--- src/rtl/rplp_pkg.sv ---
// ----------------------------------------------------------------------------
// rplp_pkg: shared types and constants for the integer literal parser
// Character codes, radix and error codes, and the beat types that pass
// between the parser's stages.
// ----------------------------------------------------------------------------
package rplp_pkg;

  // Width of the accumulator; results are taken modulo 2^VALUE_WIDTH.
  localparam int VALUE_WIDTH = 64;
  localparam int OUT_WIDTH   = 64;

  localparam logic [7:0] CH_0     = 8'h30;
  localparam logic [7:0] CH_9     = 8'h39;
  localparam logic [7:0] CH_UP_A  = 8'h41;
  localparam logic [7:0] CH_UP_F  = 8'h46;
  localparam logic [7:0] CH_UP_B  = 8'h42;
  localparam logic [7:0] CH_UP_X  = 8'h58;
  localparam logic [7:0] CH_LO_B  = 8'h62;
  localparam logic [7:0] CH_LO_X  = 8'h78;

  localparam logic [4:0] RADIX_2  = 5'd2;
  localparam logic [4:0] RADIX_8  = 5'd8;
  localparam logic [4:0] RADIX_10 = 5'd10;
  localparam logic [4:0] RADIX_16 = 5'd16;

  // Digit value that no radix accepts.
  localparam logic [4:0] DIGIT_NONE = 5'd16;

  localparam logic [1:0] ERR_NONE      = 2'd0;
  localparam logic [1:0] ERR_NOT_DIGIT = 2'd1;
  localparam logic [1:0] ERR_PREFIX    = 2'd2;
  localparam logic [1:0] ERR_DIGIT     = 2'd3;

  // One character beat held in the input register.
  typedef struct packed {
    logic       valid;
    logic [7:0] character;
    logic       last_char;
  } item_t;

  // One result beat headed for the output register.
  typedef struct packed {
    logic                   valid;
    logic [OUT_WIDTH-1:0]   value;
    logic [1:0]             error;
  } result_t;

  // Value of a character as a digit in base 16 or lower, DIGIT_NONE otherwise.
  function automatic logic [4:0] digit_of(input logic [7:0] c);
    logic [7:0] diff;
    begin
      diff = 8'h00;
      if (c >= CH_0 && c <= CH_9) begin
        diff = 8'(c - CH_0);
        digit_of = {1'b0, diff[3:0]};
      end else if (c >= CH_UP_A && c <= CH_UP_F) begin
        diff = 8'(c - CH_UP_A + 8'd10);
        digit_of = {1'b0, diff[3:0]};
      end else begin
        digit_of = DIGIT_NONE;
      end
    end
  endfunction

endpackage

--- src/rtl/radix_prefixed_literal_parser.sv ---
// ----------------------------------------------------------------------------
// radix_prefixed_literal_parser: C-style integer literal parser
// Reads a number token one character per beat and returns its value and
// an error code on the beat that carries the token's last character.
// ----------------------------------------------------------------------------
// The parser takes one ASCII character beat every clock cycle unless stalled,
// with no gaps needed between characters or between tokens. Each character
// passes through an input register, a single pass of update logic on the
// token state, and a result register, so the result beat of a token is
// loaded into the result register from the update of its last character
// and held there until the receiver takes it. A token starts with a decimal
// digit; "0x"/"0X" selects hex (uppercase letters A to F only), "0b"/"0B"
// selects binary, a zero followed by a digit selects octal, a lone zero is
// zero, and anything else is decimal. The value wraps modulo 2^VALUE_WIDTH
// and reads as zero whenever the error code is not zero. Error codes: one
// when the token does not start with a digit, two for a bad prefix after a
// leading zero, three for a character that is not a digit of the chosen
// base. The first error of a token is kept and the rest of the token is
// skipped. Beats that do not end a token produce no result. The multiply by
// the radix is built from shifts and one add. Output stall backs up into
// the input stall within the same cycle once the input register is full.
module radix_prefixed_literal_parser (
  input  logic                           clk,
  input  logic                           rst,
  input  logic                           in_valid,
  output logic                           in_stall,
  input  logic [7:0]                     character,
  input  logic                           last_char,
  output logic                           out_valid,
  input  logic                           out_stall,
  output logic [rplp_pkg::OUT_WIDTH-1:0] value,
  output logic [1:0]                     error
);
  import rplp_pkg::*;

  // Character beat waiting in the input register.
  item_t   item;
  // Result of the current character, valid only at the end of a token.
  result_t result;
  // High when the result register can take a new beat this cycle.
  logic    advance;

  rplp_in_stage u_in (
    .clk       (clk),
    .rst       (rst),
    .in_valid  (in_valid),
    .in_stall  (in_stall),
    .character (character),
    .last_char (last_char),
    .advance   (advance),
    .item      (item)
  );

  rplp_core u_core (
    .clk     (clk),
    .rst     (rst),
    .item    (item),
    .advance (advance),
    .result  (result)
  );

  rplp_out_stage u_out (
    .clk       (clk),
    .rst       (rst),
    .result    (result),
    .advance   (advance),
    .out_valid (out_valid),
    .out_stall (out_stall),
    .value     (value),
    .error     (error)
  );

endmodule

--- src/rtl/rplp_in_stage.sv ---
// ----------------------------------------------------------------------------
// rplp_in_stage: input register of the literal parser
// Captures one character beat and holds it until the core consumes it.
// ----------------------------------------------------------------------------
module rplp_in_stage (
  input  logic            clk,
  input  logic            rst,
  input  logic            in_valid,
  output logic            in_stall,
  input  logic [7:0]      character,
  input  logic            last_char,
  input  logic            advance,
  output rplp_pkg::item_t item
);
  import rplp_pkg::*;

  item_t held;

  // The held beat leaves only when the stage behind can move.
  assign in_stall = held.valid && !advance;
  assign item     = held;

  always_ff @(posedge clk) begin
    if (rst) begin
      held.valid <= 1'b0;
    end else if (!held.valid || advance) begin
      held.valid <= in_valid;
    end
    if (in_valid && !in_stall) begin
      held.character <= character;
      held.last_char <= last_char;
    end
  end

endmodule

--- src/rtl/rplp_core.sv ---
// ----------------------------------------------------------------------------
// rplp_core: token state and per-character update of the literal parser
// Holds phase, radix, accumulator and error code, and works out one
// character in a single pass.
// ----------------------------------------------------------------------------
module rplp_core (
  input  logic              clk,
  input  logic              rst,
  input  rplp_pkg::item_t   item,
  input  logic              advance,
  output rplp_pkg::result_t result
);
  import rplp_pkg::*;

  typedef enum logic [2:0] {
    PH_START  = 3'd0,
    PH_ZERO   = 3'd1,
    PH_DIGITS = 3'd2,
    PH_ERROR  = 3'd3
  } phase_t;

  phase_t                 phase, phase_next;
  logic [4:0]             radix, radix_next;
  logic [VALUE_WIDTH-1:0] acc, acc_next;
  logic [1:0]             error_code, error_code_next;

  logic                   is_dec;
  logic [4:0]             digit;
  logic [4:0]             use_radix;
  logic [VALUE_WIDTH-1:0] scaled;
  logic [VALUE_WIDTH-1:0] acc_added;
  logic                   fire;

  assign fire   = item.valid && advance;
  assign is_dec = (item.character >= CH_0) && (item.character <= CH_9);
  assign digit  = digit_of(item.character);

  // The first octal digit follows the leading zero, where acc is still zero.
  assign use_radix = (phase == PH_ZERO) ? RADIX_8 : radix;

  // Multiplication by the radix as shifts and one add.
  always_comb begin
    unique case (use_radix)
      RADIX_2:  scaled = acc << 1;
      RADIX_8:  scaled = acc << 3;
      RADIX_10: scaled = (acc << 3) + (acc << 1);
      RADIX_16: scaled = acc << 4;
      default:  scaled = '0;
    endcase
  end

  assign acc_added = scaled + VALUE_WIDTH'(digit);

  always_comb begin
    phase_next      = phase;
    radix_next      = radix;
    acc_next        = acc;
    error_code_next = error_code;
    unique case (phase)
      PH_START: begin
        if (!is_dec) begin
          error_code_next = ERR_NOT_DIGIT;
          phase_next      = PH_ERROR;
        end else if (item.character == CH_0) begin
          phase_next = PH_ZERO;
        end else begin
          radix_next = RADIX_10;
          acc_next   = VALUE_WIDTH'(digit);
          phase_next = PH_DIGITS;
        end
      end
      PH_ZERO: begin
        if (item.character == CH_LO_X || item.character == CH_UP_X) begin
          radix_next = RADIX_16;
          phase_next = PH_DIGITS;
        end else if (item.character == CH_LO_B || item.character == CH_UP_B) begin
          radix_next = RADIX_2;
          phase_next = PH_DIGITS;
        end else if (is_dec) begin
          radix_next = RADIX_8;
          if (digit >= RADIX_8) begin
            error_code_next = ERR_DIGIT;
            phase_next      = PH_ERROR;
          end else begin
            acc_next   = acc_added;
            phase_next = PH_DIGITS;
          end
        end else begin
          error_code_next = ERR_PREFIX;
          phase_next      = PH_ERROR;
        end
      end
      PH_DIGITS: begin
        if (digit >= radix) begin
          error_code_next = ERR_DIGIT;
          phase_next      = PH_ERROR;
        end else begin
          acc_next = acc_added;
        end
      end
      PH_ERROR: begin
      end
      default: begin
        phase_next = PH_ERROR;
      end
    endcase
  end

  assign result.valid = fire && item.last_char;
  assign result.value = (error_code_next == ERR_NONE) ? OUT_WIDTH'(acc_next) : '0;
  assign result.error = error_code_next;

  always_ff @(posedge clk) begin
    if (rst) begin
      phase      <= PH_START;
      radix      <= RADIX_10;
      acc        <= '0;
      error_code <= ERR_NONE;
    end else if (fire) begin
      if (item.last_char) begin
        phase      <= PH_START;
        radix      <= RADIX_10;
        acc        <= '0;
        error_code <= ERR_NONE;
      end else begin
        phase      <= phase_next;
        radix      <= radix_next;
        acc        <= acc_next;
        error_code <= error_code_next;
      end
    end
  end

endmodule

--- src/rtl/rplp_out_stage.sv ---
// ----------------------------------------------------------------------------
// rplp_out_stage: result register of the literal parser
// Holds one result beat until the receiver takes it.
// ----------------------------------------------------------------------------
module rplp_out_stage (
  input  logic                           clk,
  input  logic                           rst,
  input  rplp_pkg::result_t              result,
  output logic                           advance,
  output logic                           out_valid,
  input  logic                           out_stall,
  output logic [rplp_pkg::OUT_WIDTH-1:0] value,
  output logic [1:0]                     error
);
  import rplp_pkg::*;

  // The pipeline moves whenever the result register is empty or drains.
  assign advance = !out_valid || !out_stall;

  always_ff @(posedge clk) begin
    if (rst) begin
      out_valid <= 1'b0;
    end else if (advance) begin
      out_valid <= result.valid;
    end
    if (advance && result.valid) begin
      value <= result.value;
      error <= result.error;
    end
  end

endmodule

--- config.mk ---
export PLATFORM = sky130hd
export DESIGN_NAME = radix_prefixed_literal_parser
export DESIGN_NICKNAME = d
export VERILOG_FILES = /design/src/rtl/rplp_pkg.sv /design/src/rtl/radix_prefixed_literal_parser.sv /design/src/rtl/rplp_in_stage.sv /design/src/rtl/rplp_core.sv /design/src/rtl/rplp_out_stage.sv
export SDC_FILE = /design/constraint.sdc
export NUM_CORES = 1
export LEC_CHECK = 0
export ABC_AREA = 1
export BUFFER_PORTS_ARGS = -buffer_cell sky130_fd_sc_hd__buf_2
export CAP_MARGIN = 20
export CORE_UTILIZATION = 30
export DETAILED_ROUTE_END_ITERATION = 16
export GPL_TIMING_DRIVEN = 0
export HOLD_SLACK_MARGIN = 0.1
export PLACE_DENSITY = 0.43
export SKIP_LAST_GASP = 1
export SYNTH_ARGS = -nofsm -noshare
export SYNTH_HDL_FRONTEND = slang
export SYNTH_SLANG_ARGS = --single-unit
--- constraint.sdc ---
create_clock -name clk -period 8.7 [get_ports clk]
set_input_delay 1.74 -clock clk [delete_from_list [all_inputs] [get_ports clk]]
set_output_delay 1.74 -clock clk [all_outputs]
set_load 0.05 [all_outputs]
==> out/qor.yml, run 1 <==
status: "complete, no violations"
wl_per_cell_um: 20.3
drive_gt1_share_pct: 7.77
r2r_slack_ns: 3.41
regArea_um2: 3710
clk_pin_slew_ns: 0.07
placed_area_um2: 18900
crit_fanout: 10
ys_warn_count: 0
cts_tree: "built"
initial_utilization_pct: 30.3
grt_antenna_before_repair: 1
timing.slew.headroom_pct: 20.8
pin_count: 81
switchingPower_w: 0.000581
worstSetupPathType: "reg -> reg"
cts_buffers: 17
cts_buffer_depth: 2
antenna_cells: 0
synth_edf_count: 75
tightest_slew_ns: 1.19
cap_violations: 0
p_clk_share_pct: 42.4
period_share_pct: 60.8
p_leak_nw: 9.30
hold_viol_final: 0
vdd.ir_drop.worst_mv: 0.159
io_buffers: 79
synth_cells: 3078
dieWidth_um: 243
dr.pass1.iters: 5
tns_ns: 0
num-nets-final: 3265
viasPerCell: 5.05
drc: 0
grt_start_max_net_pins: 34
core_um2: 57600
yosysTopAreaCell: "nand2_1"
rsz0062_at_grt: "no"
overflow: 0
finalMaxSlewViolations: 0
dr_total_vias: 20000
gp_congestion: 0.931
worst_clock_skew_ns: 0.0129
setup_violations: 0
cts.repair.resized: 0
synth_flop_cell: "edfxtp_1"
slowest_stage: "o31ai_1"
hp-class: "reg -> reg"
switching_share_pct: 32.7
syn_nets: 3165
die_area_um2: 59100
die_y_um: 243
holdBufCountCts: 0
clock_sinks: 148
synth_top_area_share_pct: 24.2
drt_wl_total_um: 80200
async_flop_share_pct: 0
area_growth_pct: 11.3
rows: 88
endpoint_kind: "flop"
critPathRequiredTime_ns: 8.95
ant_nets: 0
fmax_ghz: 0.189
drt-initial-drc-count: 1536
comb_power_share_pct: 15.4
multi_input_area_um2: 11200
ys_types: 55
num-fill-cells: 6576
hpwl_um: 67300
cts-htree-levels: 4
grtUsageTotal_pct: 27.0
p_per_area_nw_per_um2: 91.5
synth.area.top_cells: "nand2_1 (24%), edfxtp_1 (13%), inv_1 (12%)"
intPower_w: 0.00120
cp.arrival_ns: 5.54
post-route-min-period_ns: 5.29
grt_pass1_wl_um: 119000
pwr-share-seq_pct: 42.2
post-cts-setup-buffer-count: 0
clk-insertion-delay-late_ns: 0.49
clock-root-buffer: "clkbuf_16"
max_stage_delay_ns: 0.61
ys_ff_latch: 148
postSynthAreaPerCell_um2: 5.67
finalInstanceArea_um2: 19400
synth_area_um2: 17500
cp-start-kind: "flop"
synth_seq_area_share_pct: 21.3
grt_pass1_vias: 19200
-- path summary, 6_finish.rpt --
path                    from         endpoint  depth (start not counted)
min           u_core.acc[63]   u_core.acc[63]                          2
max reg2reg  u_core.phase[0]  u_out.value[41]                         26
min reg2reg   u_core.acc[63]   u_core.acc[63]                          2
max          u_core.phase[0]  u_out.value[41]                         26
-- kinds of logic after synthesis --
family          synth area share (%)
compound gates                  13.0
xor+xnor                        1.86
fa+ha+maj                       5.39
buf+inv                         14.4
flops                           21.3
simple gates                    44.0
-- layout by cell type, fill, tap and decap left out, types with 42 or more instances in the layout --
| cell | n |
|---|---|
| nand2_1 | 1125 |
| ha_1 | 72 |
| clkbuf_1 | 42 |
| o22ai_1 | 53 |
| nand3_1 | 185 |
| buf_2 | 101 |
| nand4_1 | 69 |
| o21ai_0 | 42 |
| dfxtp_1 | 73 |
| inv_1 | 546 |
| edfxtp_1 | 75 |
| a21oi_1 | 251 |
| nor2_1 | 237 |
-- worst max-delay path, delay by kind of cell, from the launching register on --
| kind | cells | cell delay [ns] |
|---|---|---|
| adders and majority gates | 1 | 0.37 |
| DFF | 1 | 0.48 |
| and+or+nand+nor | 16 | 2.18 |
| AOI/OAI and AO/OA | 4 | 1.21 |
| buffers and inverters | 5 | 0.76 |
-- power groups by stage --
stage / Combinational (W) / Clock, W / Sequential, W
CTS: 0.000273 / 0.000773 / 0.000750
global route: 0.000291 / 0.000797 / 0.000751
detailed placement: 0.000272 / 0 / 0.000765
global placement: 0.000269 / 0 / 0.000767
finish: 0.000274 / 0.000754 / 0.000750
floorplan: 0.000145 / 0 / 0.000785
-- metal layers --
metal	up-vias	wire length, um	global-route usage, %
met2	558	36100	43.9
met5	-	0	0
met3	100	4390	3.85
met4	0	2630	10.1
met1	9323	37100	35.9
li1	9978	-	-
-- sequential cells by signal (all words and copies together), names as in the netlist --
| register | cells |
|---|---|
| u_core.error_code | 2 |
| u_out.out_valid | 1 |
| u_core.radix | 3 |
| u_core.acc | 64 |
| u_out.error | 2 |
| u_core.phase | 2 |
| u_in.item | 10 |
| u_out.value | 64 |
-- Yosys cell counts (all sizes together) (3+ instances only) --
cell type	number
nand3b	26
a21oi	252
nand2	1151
ha	72
o21bai	5
a22oi	4
inv	561
nand4	71
xnor2	21
nand3	193
nor3	28
o22ai	53
and3	3
clkbuf	42
and2	18
nor2	273
nor4	4
o2111ai	5
buf	37
xor2	16
o21ai	50
o211ai	23
a221oi	6
dfxtp	73
edfxtp	75
-- final cells by class --
class	instances	area share [%]
clock buffer	17	2.19
sequential	148	19.1
multi-input combinational	2288	57.8
inverter	563	10.9
tap	765	4.93
buffer	79	2.07
timing repair buffer	81	2.24
clock inverter	15	0.734
-- through the flow --
stage | hold WS [ns] | worst slack (ns) | instances | util (%) | total power [W]
global route | 0.526 | 3.12 | 3956 | 33.7 | 0.00184
floorplan | 0.455 | 3.02 | 3078 | - | 0.000929
detailed placement | 0.486 | 3.52 | 3924 | 32.7 | 0.00104
global placement | 0.475 | 0.422 | 3922 | 32.7 | 0.00104
CTS | 0.495 | 3.51 | 3956 | 33.7 | 0.00180
finish | 0.493 | 3.41 | 3956 | 33.7 | 0.00178
Power figures use the tool's default switching activity.
==> run 2, diff against run 1 <==
clock period = 5.3 ns   (was 8.7 ns; I/O delays follow)
==> out/qor.yml, run 2 (synthesis gave the netlist of run 1 again) <==
dr_total_vias: 20000  # +0.23%
r2r_start: "u_core.acc[2]"
p_per_area_nw_per_um2: 150  # +64%
rsz0062_at_grt: "no"
die_y_um: 243  # unchanged
wl_per_cell_um: 20.3  # +0.10%
hpwl_um: 67300  # unchanged
clk-insertion-delay-late_ns: 0.49  # about the same
core_um2: 57600  # unchanged
min_path_cells: 2  # unchanged
worst_clock_skew_ns: 0.0134  # +0.000487 ns
ant_nets: 0  # unchanged
dieWidth_um: 243  # unchanged
drt_wl_total_um: 80300  # about the same
timing.slew.headroom_pct: 25.2  # +4.5 points
mostFrequentLayoutCells: "nand2_1 (1125), inv_1 (546), a21oi_1 (251)"
clock_sinks: 148  # unchanged
r2r_slack_ns: 0.26  # -3.15 ns
cp-start-kind: "flop"
grt_antenna_before_repair: 1  # unchanged
num-nets-final: 3264  # -0.031%
drt-initial-drc-count: 1452  # -5.5%
antenna_cells: 0  # unchanged
grt_pass1_vias: 19200  # unchanged
tightest_slew_ns: 1.12  # -0.0668 ns
whs_endpoint: "u_core.acc[63]"
grtUsageTotal_pct: 27.0  # unchanged
num-fill-cells: 6579  # +0.046%
hp-class: "reg -> reg"
endpoint_kind: "flop"
cts-htree-levels: 4  # unchanged
pin_count: 81  # unchanged
die_area_um2: 59100  # unchanged
cts_buffer_depth: 2  # unchanged
viasPerCell: 5.06  # +0.25%
rows: 88  # unchanged
overflow: 0  # unchanged
utilization_pct: 33.8  # +0.039 points
worstSetupPathType: "reg -> reg"
critPathRequiredTime_ns: 5.54  # -3.41 ns
cp.arrival_ns: 5.28  # -0.26 ns
drive_gt1_share_pct: 7.90  # +0.13 points
holdBufCountCts: 0  # unchanged
min-delay-start: "u_core.acc[63]"
p_leak_nw: 9.31  # about the same
fmax_ghz: 0.198  # +5.0%
final_common_cell: "nand2_1"
setup_violations: 0  # unchanged
finalMaxSlewViolations: 0  # unchanged
cts_buffers: 17  # unchanged
r2r-end: "u_out.value[31]"
clock-root-buffer: "clkbuf_16"
drc: 0  # unchanged
rr_worst_depth: 20  # -23%
crit_fanout: 9  # -1
grt_pass1_wl_um: 119000  # unchanged
dr.pass1.iters: 5  # unchanged
io_buffers: 79  # unchanged
post-route-min-period_ns: 5.04  # -0.250 ns
cts_tree: "built"
hold_viol_final: 0  # unchanged
vdd.ir_drop.worst_mv: 0.261  # +64%
initial_utilization_pct: 30.3  # unchanged
gp_congestion: 0.931  # unchanged
clk_pin_slew_ns: 0.07  # about the same
status: "complete, no violations"
area_growth_pct: 11.4
tns_ns: 0  # unchanged
cap_violations: 0  # unchanged
top_regs: "u_core.acc x64, u_out.value x64, u_in.item x10"
grt_start_max_net_pins: 34  # unchanged
period_share_pct: 95.1  # +34 points
## run 2: cell count changes in the layout (fill, tap and decap cells not counted), sizes merged
cell / change
clkbuf: -1
## run 2: final cells by class
cell class,instances,area [um^2],share of cell area (%)
sequential,148,3710,19.1
tap,765,957,4.92
inverter,563,2120,10.9
buffer,78,399,2.05
clock buffer,17,425,2.19
clock inverter,15,143,0.734
multi-input combinational,2288,11300,57.9
timing repair buffer,81,435,2.24
## run 2: how the worst max path moves through the flow
stage	cells past startpoint	endpoint	slack, ns	from
after floorplan	8	u_core.radix[4]	0.30	out_stall
after global placement	9	u_core.radix[4]	-2.30	out_stall
after detailed placement	26	u_out.value[51]	0.12	u_core.phase[0]
after CTS	26	u_out.value[51]	0.11	u_core.phase[0]
after global routing	29	u_out.value[45]	0.02	u_in.item[1]
final	20	u_out.value[31]	0.26	u_core.acc[2]
## run 2: repair_timing
action	in CTS	in global routing
setup endpoints to repair	0	31
buffers inserted	0	0
resized for setup	0	5
## run 2: metrics by stage
step	cell area, um^2	total power, W	worst slack [ns]	hold slack, ns	std cells
after floorplan	17500	0.00153	0.300	0.455	3078
after global placement	18800	0.00170	-2.30	0.475	3922
after detailed placement	18900	0.00170	0.116	0.486	3924
after CTS	19400	0.00295	0.114	0.495	3956
after global routing	19400	0.00302	0.0190	0.526	3955
final	19400	0.00292	0.259	0.494	3955
## run 2: where the power goes
group	total (W)	leakage (nW)	switching (W)	internal, W
sequential	0.00123	1.34	0.0000144	0.00122
clock	0.00124	0.268	0.000584	0.000654
combinational	0.000450	7.70	0.000357	0.0000932
total	0.00292	9.31	0.000955	0.00196
## run 2: critical path, cell delays in order, from the launching register on
cell and delay [ns]:
dfxtp_1 0.56, ha_1 0.30, inv_1 0.07, fa_1 0.43
inv_1 0.12, nand3_1 0.15, nand2_1 0.35, nand2_1 0.13
nand2_1 0.17, nand2_1 0.09, nand3_1 0.33, nor2_1 0.12
o21ai_2 0.27, nand2_1 0.13, nor2_1 0.21, nand2_1 0.17
nor3_2 0.37, xor2_1 0.15, nand2_1 0.10, nand4_1 0.29
and2_1 0.27
## run 2: per-layer routing
| layer | routed length, um | vias to the layer above | GRT usage [%] |
|---|---|---|---|
| met5 | 0 | - | 0 |
| met4 | 2650 | 0 | 10.1 |
| met3 | 4570 | 107 | 3.85 |
| met2 | 36100 | 584 | 43.9 |
| met1 | 36900 | 9324 | 35.9 |
| li1 | - | 9989 | - |
==> run 3, diff against run 2 <==
==> constraint.sdc (replaced) <==
create_clock -name clk -period 5.3 [get_ports clk]
set_input_delay 0.265 -clock clk [delete_from_list [all_inputs] [get_ports clk]]
set_output_delay 0.265 -clock clk [all_outputs]
set_load 0.05 [all_outputs]
==> out/qor.yml, run 3 (synthesis gave the netlist of run 1 again) <==
topRoutingLayerUsed: "met4"
dr.pass1.iters: 5  # unchanged
r2r_slack_ns: 0.28  # +0.02 ns
r2r_start: "u_core.acc[2]"
finalMaxSlewViolations: 0  # unchanged
num-nets-final: 3274  # +0.31%
pre_cts_slack_ns: 0.116  # unchanged
area_growth_pct: 12.0
antenna_cells: 0  # unchanged
hpwl_um: 67300  # unchanged
met3_length_um: 4520  # -1.2%
mostFrequentLayoutCells: "nand2_1 (1125), inv_1 (546), a21oi_1 (251)"
placed_area_um2: 18900  # unchanged
grt_pass1_vias: 19200  # +0.30%
grt_start_max_net_pins: 34  # unchanged
endpoint_kind: "flop"
drt_wl_total_um: 80400  # +0.17%
dieWidth_um: 243  # unchanged
post-route-min-period_ns: 5.02  # -0.0190 ns
rows: 88  # unchanged
pin_count: 81  # unchanged
core_um2: 57600  # unchanged
cts-htree-levels: 4  # unchanged
drive_gt1_share_pct: 7.88  # -0.025 points
tightest_slew_ns: 1.17  # +0.0510 ns
cap_violations: 0  # unchanged
setup_slack_ns: 0.278  # +0.0190 ns
cts_buffer_depth: 2  # unchanged
dp.cells: 3924  # unchanged
die_y_um: 243  # unchanged
final_common_cell: "nand2_1"
crit_fanout: 9  # unchanged
hold_viol_final: 0  # unchanged
wl_per_cell_um: 20.3  # about the same
cp-endpoint: "u_out.value[55]"
clk-insertion-delay-late_ns: 0.49  # about the same
rsz0062_at_grt: "no"
status: "complete, no violations"
clk_pin_slew_ns: 0.07  # about the same
cts_buffers: 17  # unchanged
rr_worst_depth: 23  # +15%
p_leak_nw: 9.35  # +0.45%
gp_congestion: 0.931  # unchanged
r2r-end: "u_out.value[55]"
viasPerCell: 5.04  # -0.39%
num-fill-cells: 6574  # -0.076%
post-cts-setup-buffer-count: 0  # unchanged
clock_sinks: 148  # unchanged
dr_total_vias: 20000  # -0.13%
timing.slew.headroom_pct: 21.8  # -3.4 points
top_regs: "u_core.acc x64, u_out.value x64, u_in.item x10"
p_per_area_nw_per_um2: 150  # -0.30%
drt-initial-drc-count: 1572  # +8.3%
cts_tree: "built"
wl_met1_um: 37000  # +0.29%
drc: 0  # unchanged
fin_cells: 3965  # +0.25%
cp.arrival_ns: 5.26  # -0.02 ns
io_buffers: 79  # unchanged
worst_clock_skew_ns: 0.0135  # +0.000131 ns
worstSetupPathType: "reg -> reg"
grtUsageTotal_pct: 27.0  # +0.031 points
grt_pass1_wl_um: 119000  # +0.15%
crit_start: "u_core.acc[2]"
ant_nets: 0  # unchanged
setup_violations: 0  # unchanged
overflow: 0  # unchanged
cp-start-kind: "flop"
fmax_ghz: 0.199  # +0.38%
critPathRequiredTime_ns: 5.54  # about the same
met2_length_um: 36200  # +0.19%
grt_antenna_before_repair: 1  # unchanged
die_area_um2: 59100  # unchanged
clock-root-buffer: "clkbuf_16"
hp-class: "in -> reg"
initial_utilization_pct: 30.3  # unchanged
finalInstanceArea_um2: 19500  # +0.51%
period_share_pct: 94.8  # -0.36 points
vdd.ir_drop.worst_mv: 0.260  # -0.15%
[run 3: what timing repair did]
| item | in CTS | in global routing |
|---|---|---|
| endpoints found under the setup margin | 0 | 31 |
| gates resized for setup | 0 | 5 |
| hold endpoints to repair | 10 | 0 |
| hold buffers | 10 | 0 |
[run 3: worst min-delay path by stage]
stage / from / end / slack (ns) / cells after the start
2_1_floorplan: last_char / u_in.item[0] / 0.36 / 0
3_3_place_gp: character[7] / u_in.item[8] / 0.44 / 1
3_5_place_dp: last_char / u_in.item[0] / 0.44 / 1
4_1_cts: out_stall / u_out.out_valid / 0.11 / 5
5_1_grt: out_stall / u_out.out_valid / 0.20 / 5
6_report: out_stall / u_out.out_valid / 0.14 / 5
[run 3: routing by layer]
| metal | vias to the layer above | track usage [%] |
|---|---|---|
| li1 | 10000 | - |
| met1 | 9312 | 35.9 |
| met2 | 555 | 44.0 |
| met3 | 104 | 3.85 |
| met4 | 0 | 10.1 |
| met5 | - | 0 |
[run 3: metrics by stage]
stage          hold slack, ns  TNS [ns]  total power (W)  util (%)
2_1_floorplan           0.364         0          0.00153         -
4_1_cts                 0.111         0          0.00295      33.9
6_report                0.144         0          0.00292      33.9
3_5_place_dp            0.443         0          0.00170      32.7
5_1_grt                 0.201         0          0.00302      33.9
3_3_place_gp            0.443    -72.39          0.00170      32.7
[run 3: final cells by class]
| cell class | instances | area (um^2) | share of cell area (%) |
|---|---|---|---|
| inverters | 563 | 2120 | 10.8 |
| clock inverters | 15 | 143 | 0.730 |
| repair buffers | 91 | 536 | 2.74 |
| clock buffers | 17 | 425 | 2.18 |
| multi-input cells | 2288 | 11300 | 57.6 |
| plain buffers | 78 | 399 | 2.04 |
| flip-flops and latches | 148 | 3710 | 19.0 |
| well taps | 765 | 957 | 4.90 |
[run 3: worst max-delay path, stage by stage, from the launching register on]
cell,delay [ns]
dfxtp_1,0.56
ha_1,0.30
inv_1,0.07
fa_1,0.43
inv_1,0.12
nand3_1,0.16
nor2_2,0.34
nand2_1,0.12
nand3_1,0.26
nand2_1,0.12
nand2_1,0.19
nand2_1,0.13
nand3_1,0.10
nand3_1,0.33
nand2_1,0.24
nand2_1,0.11
nor2_1,0.14
nand2_1,0.10
nor2_1,0.14
nand4_1,0.12
nand3_1,0.18
nand4_1,0.31
inv_1,0.13
nor2_1,0.05
[run 3: where the power goes]
part           total [W]  switching [W]  internal (W)  leakage [nW]
clock            0.00124       0.000583      0.000654         0.268
sequential       0.00123      0.0000144       0.00122          1.34
combinational   0.000457       0.000359     0.0000980          7.74
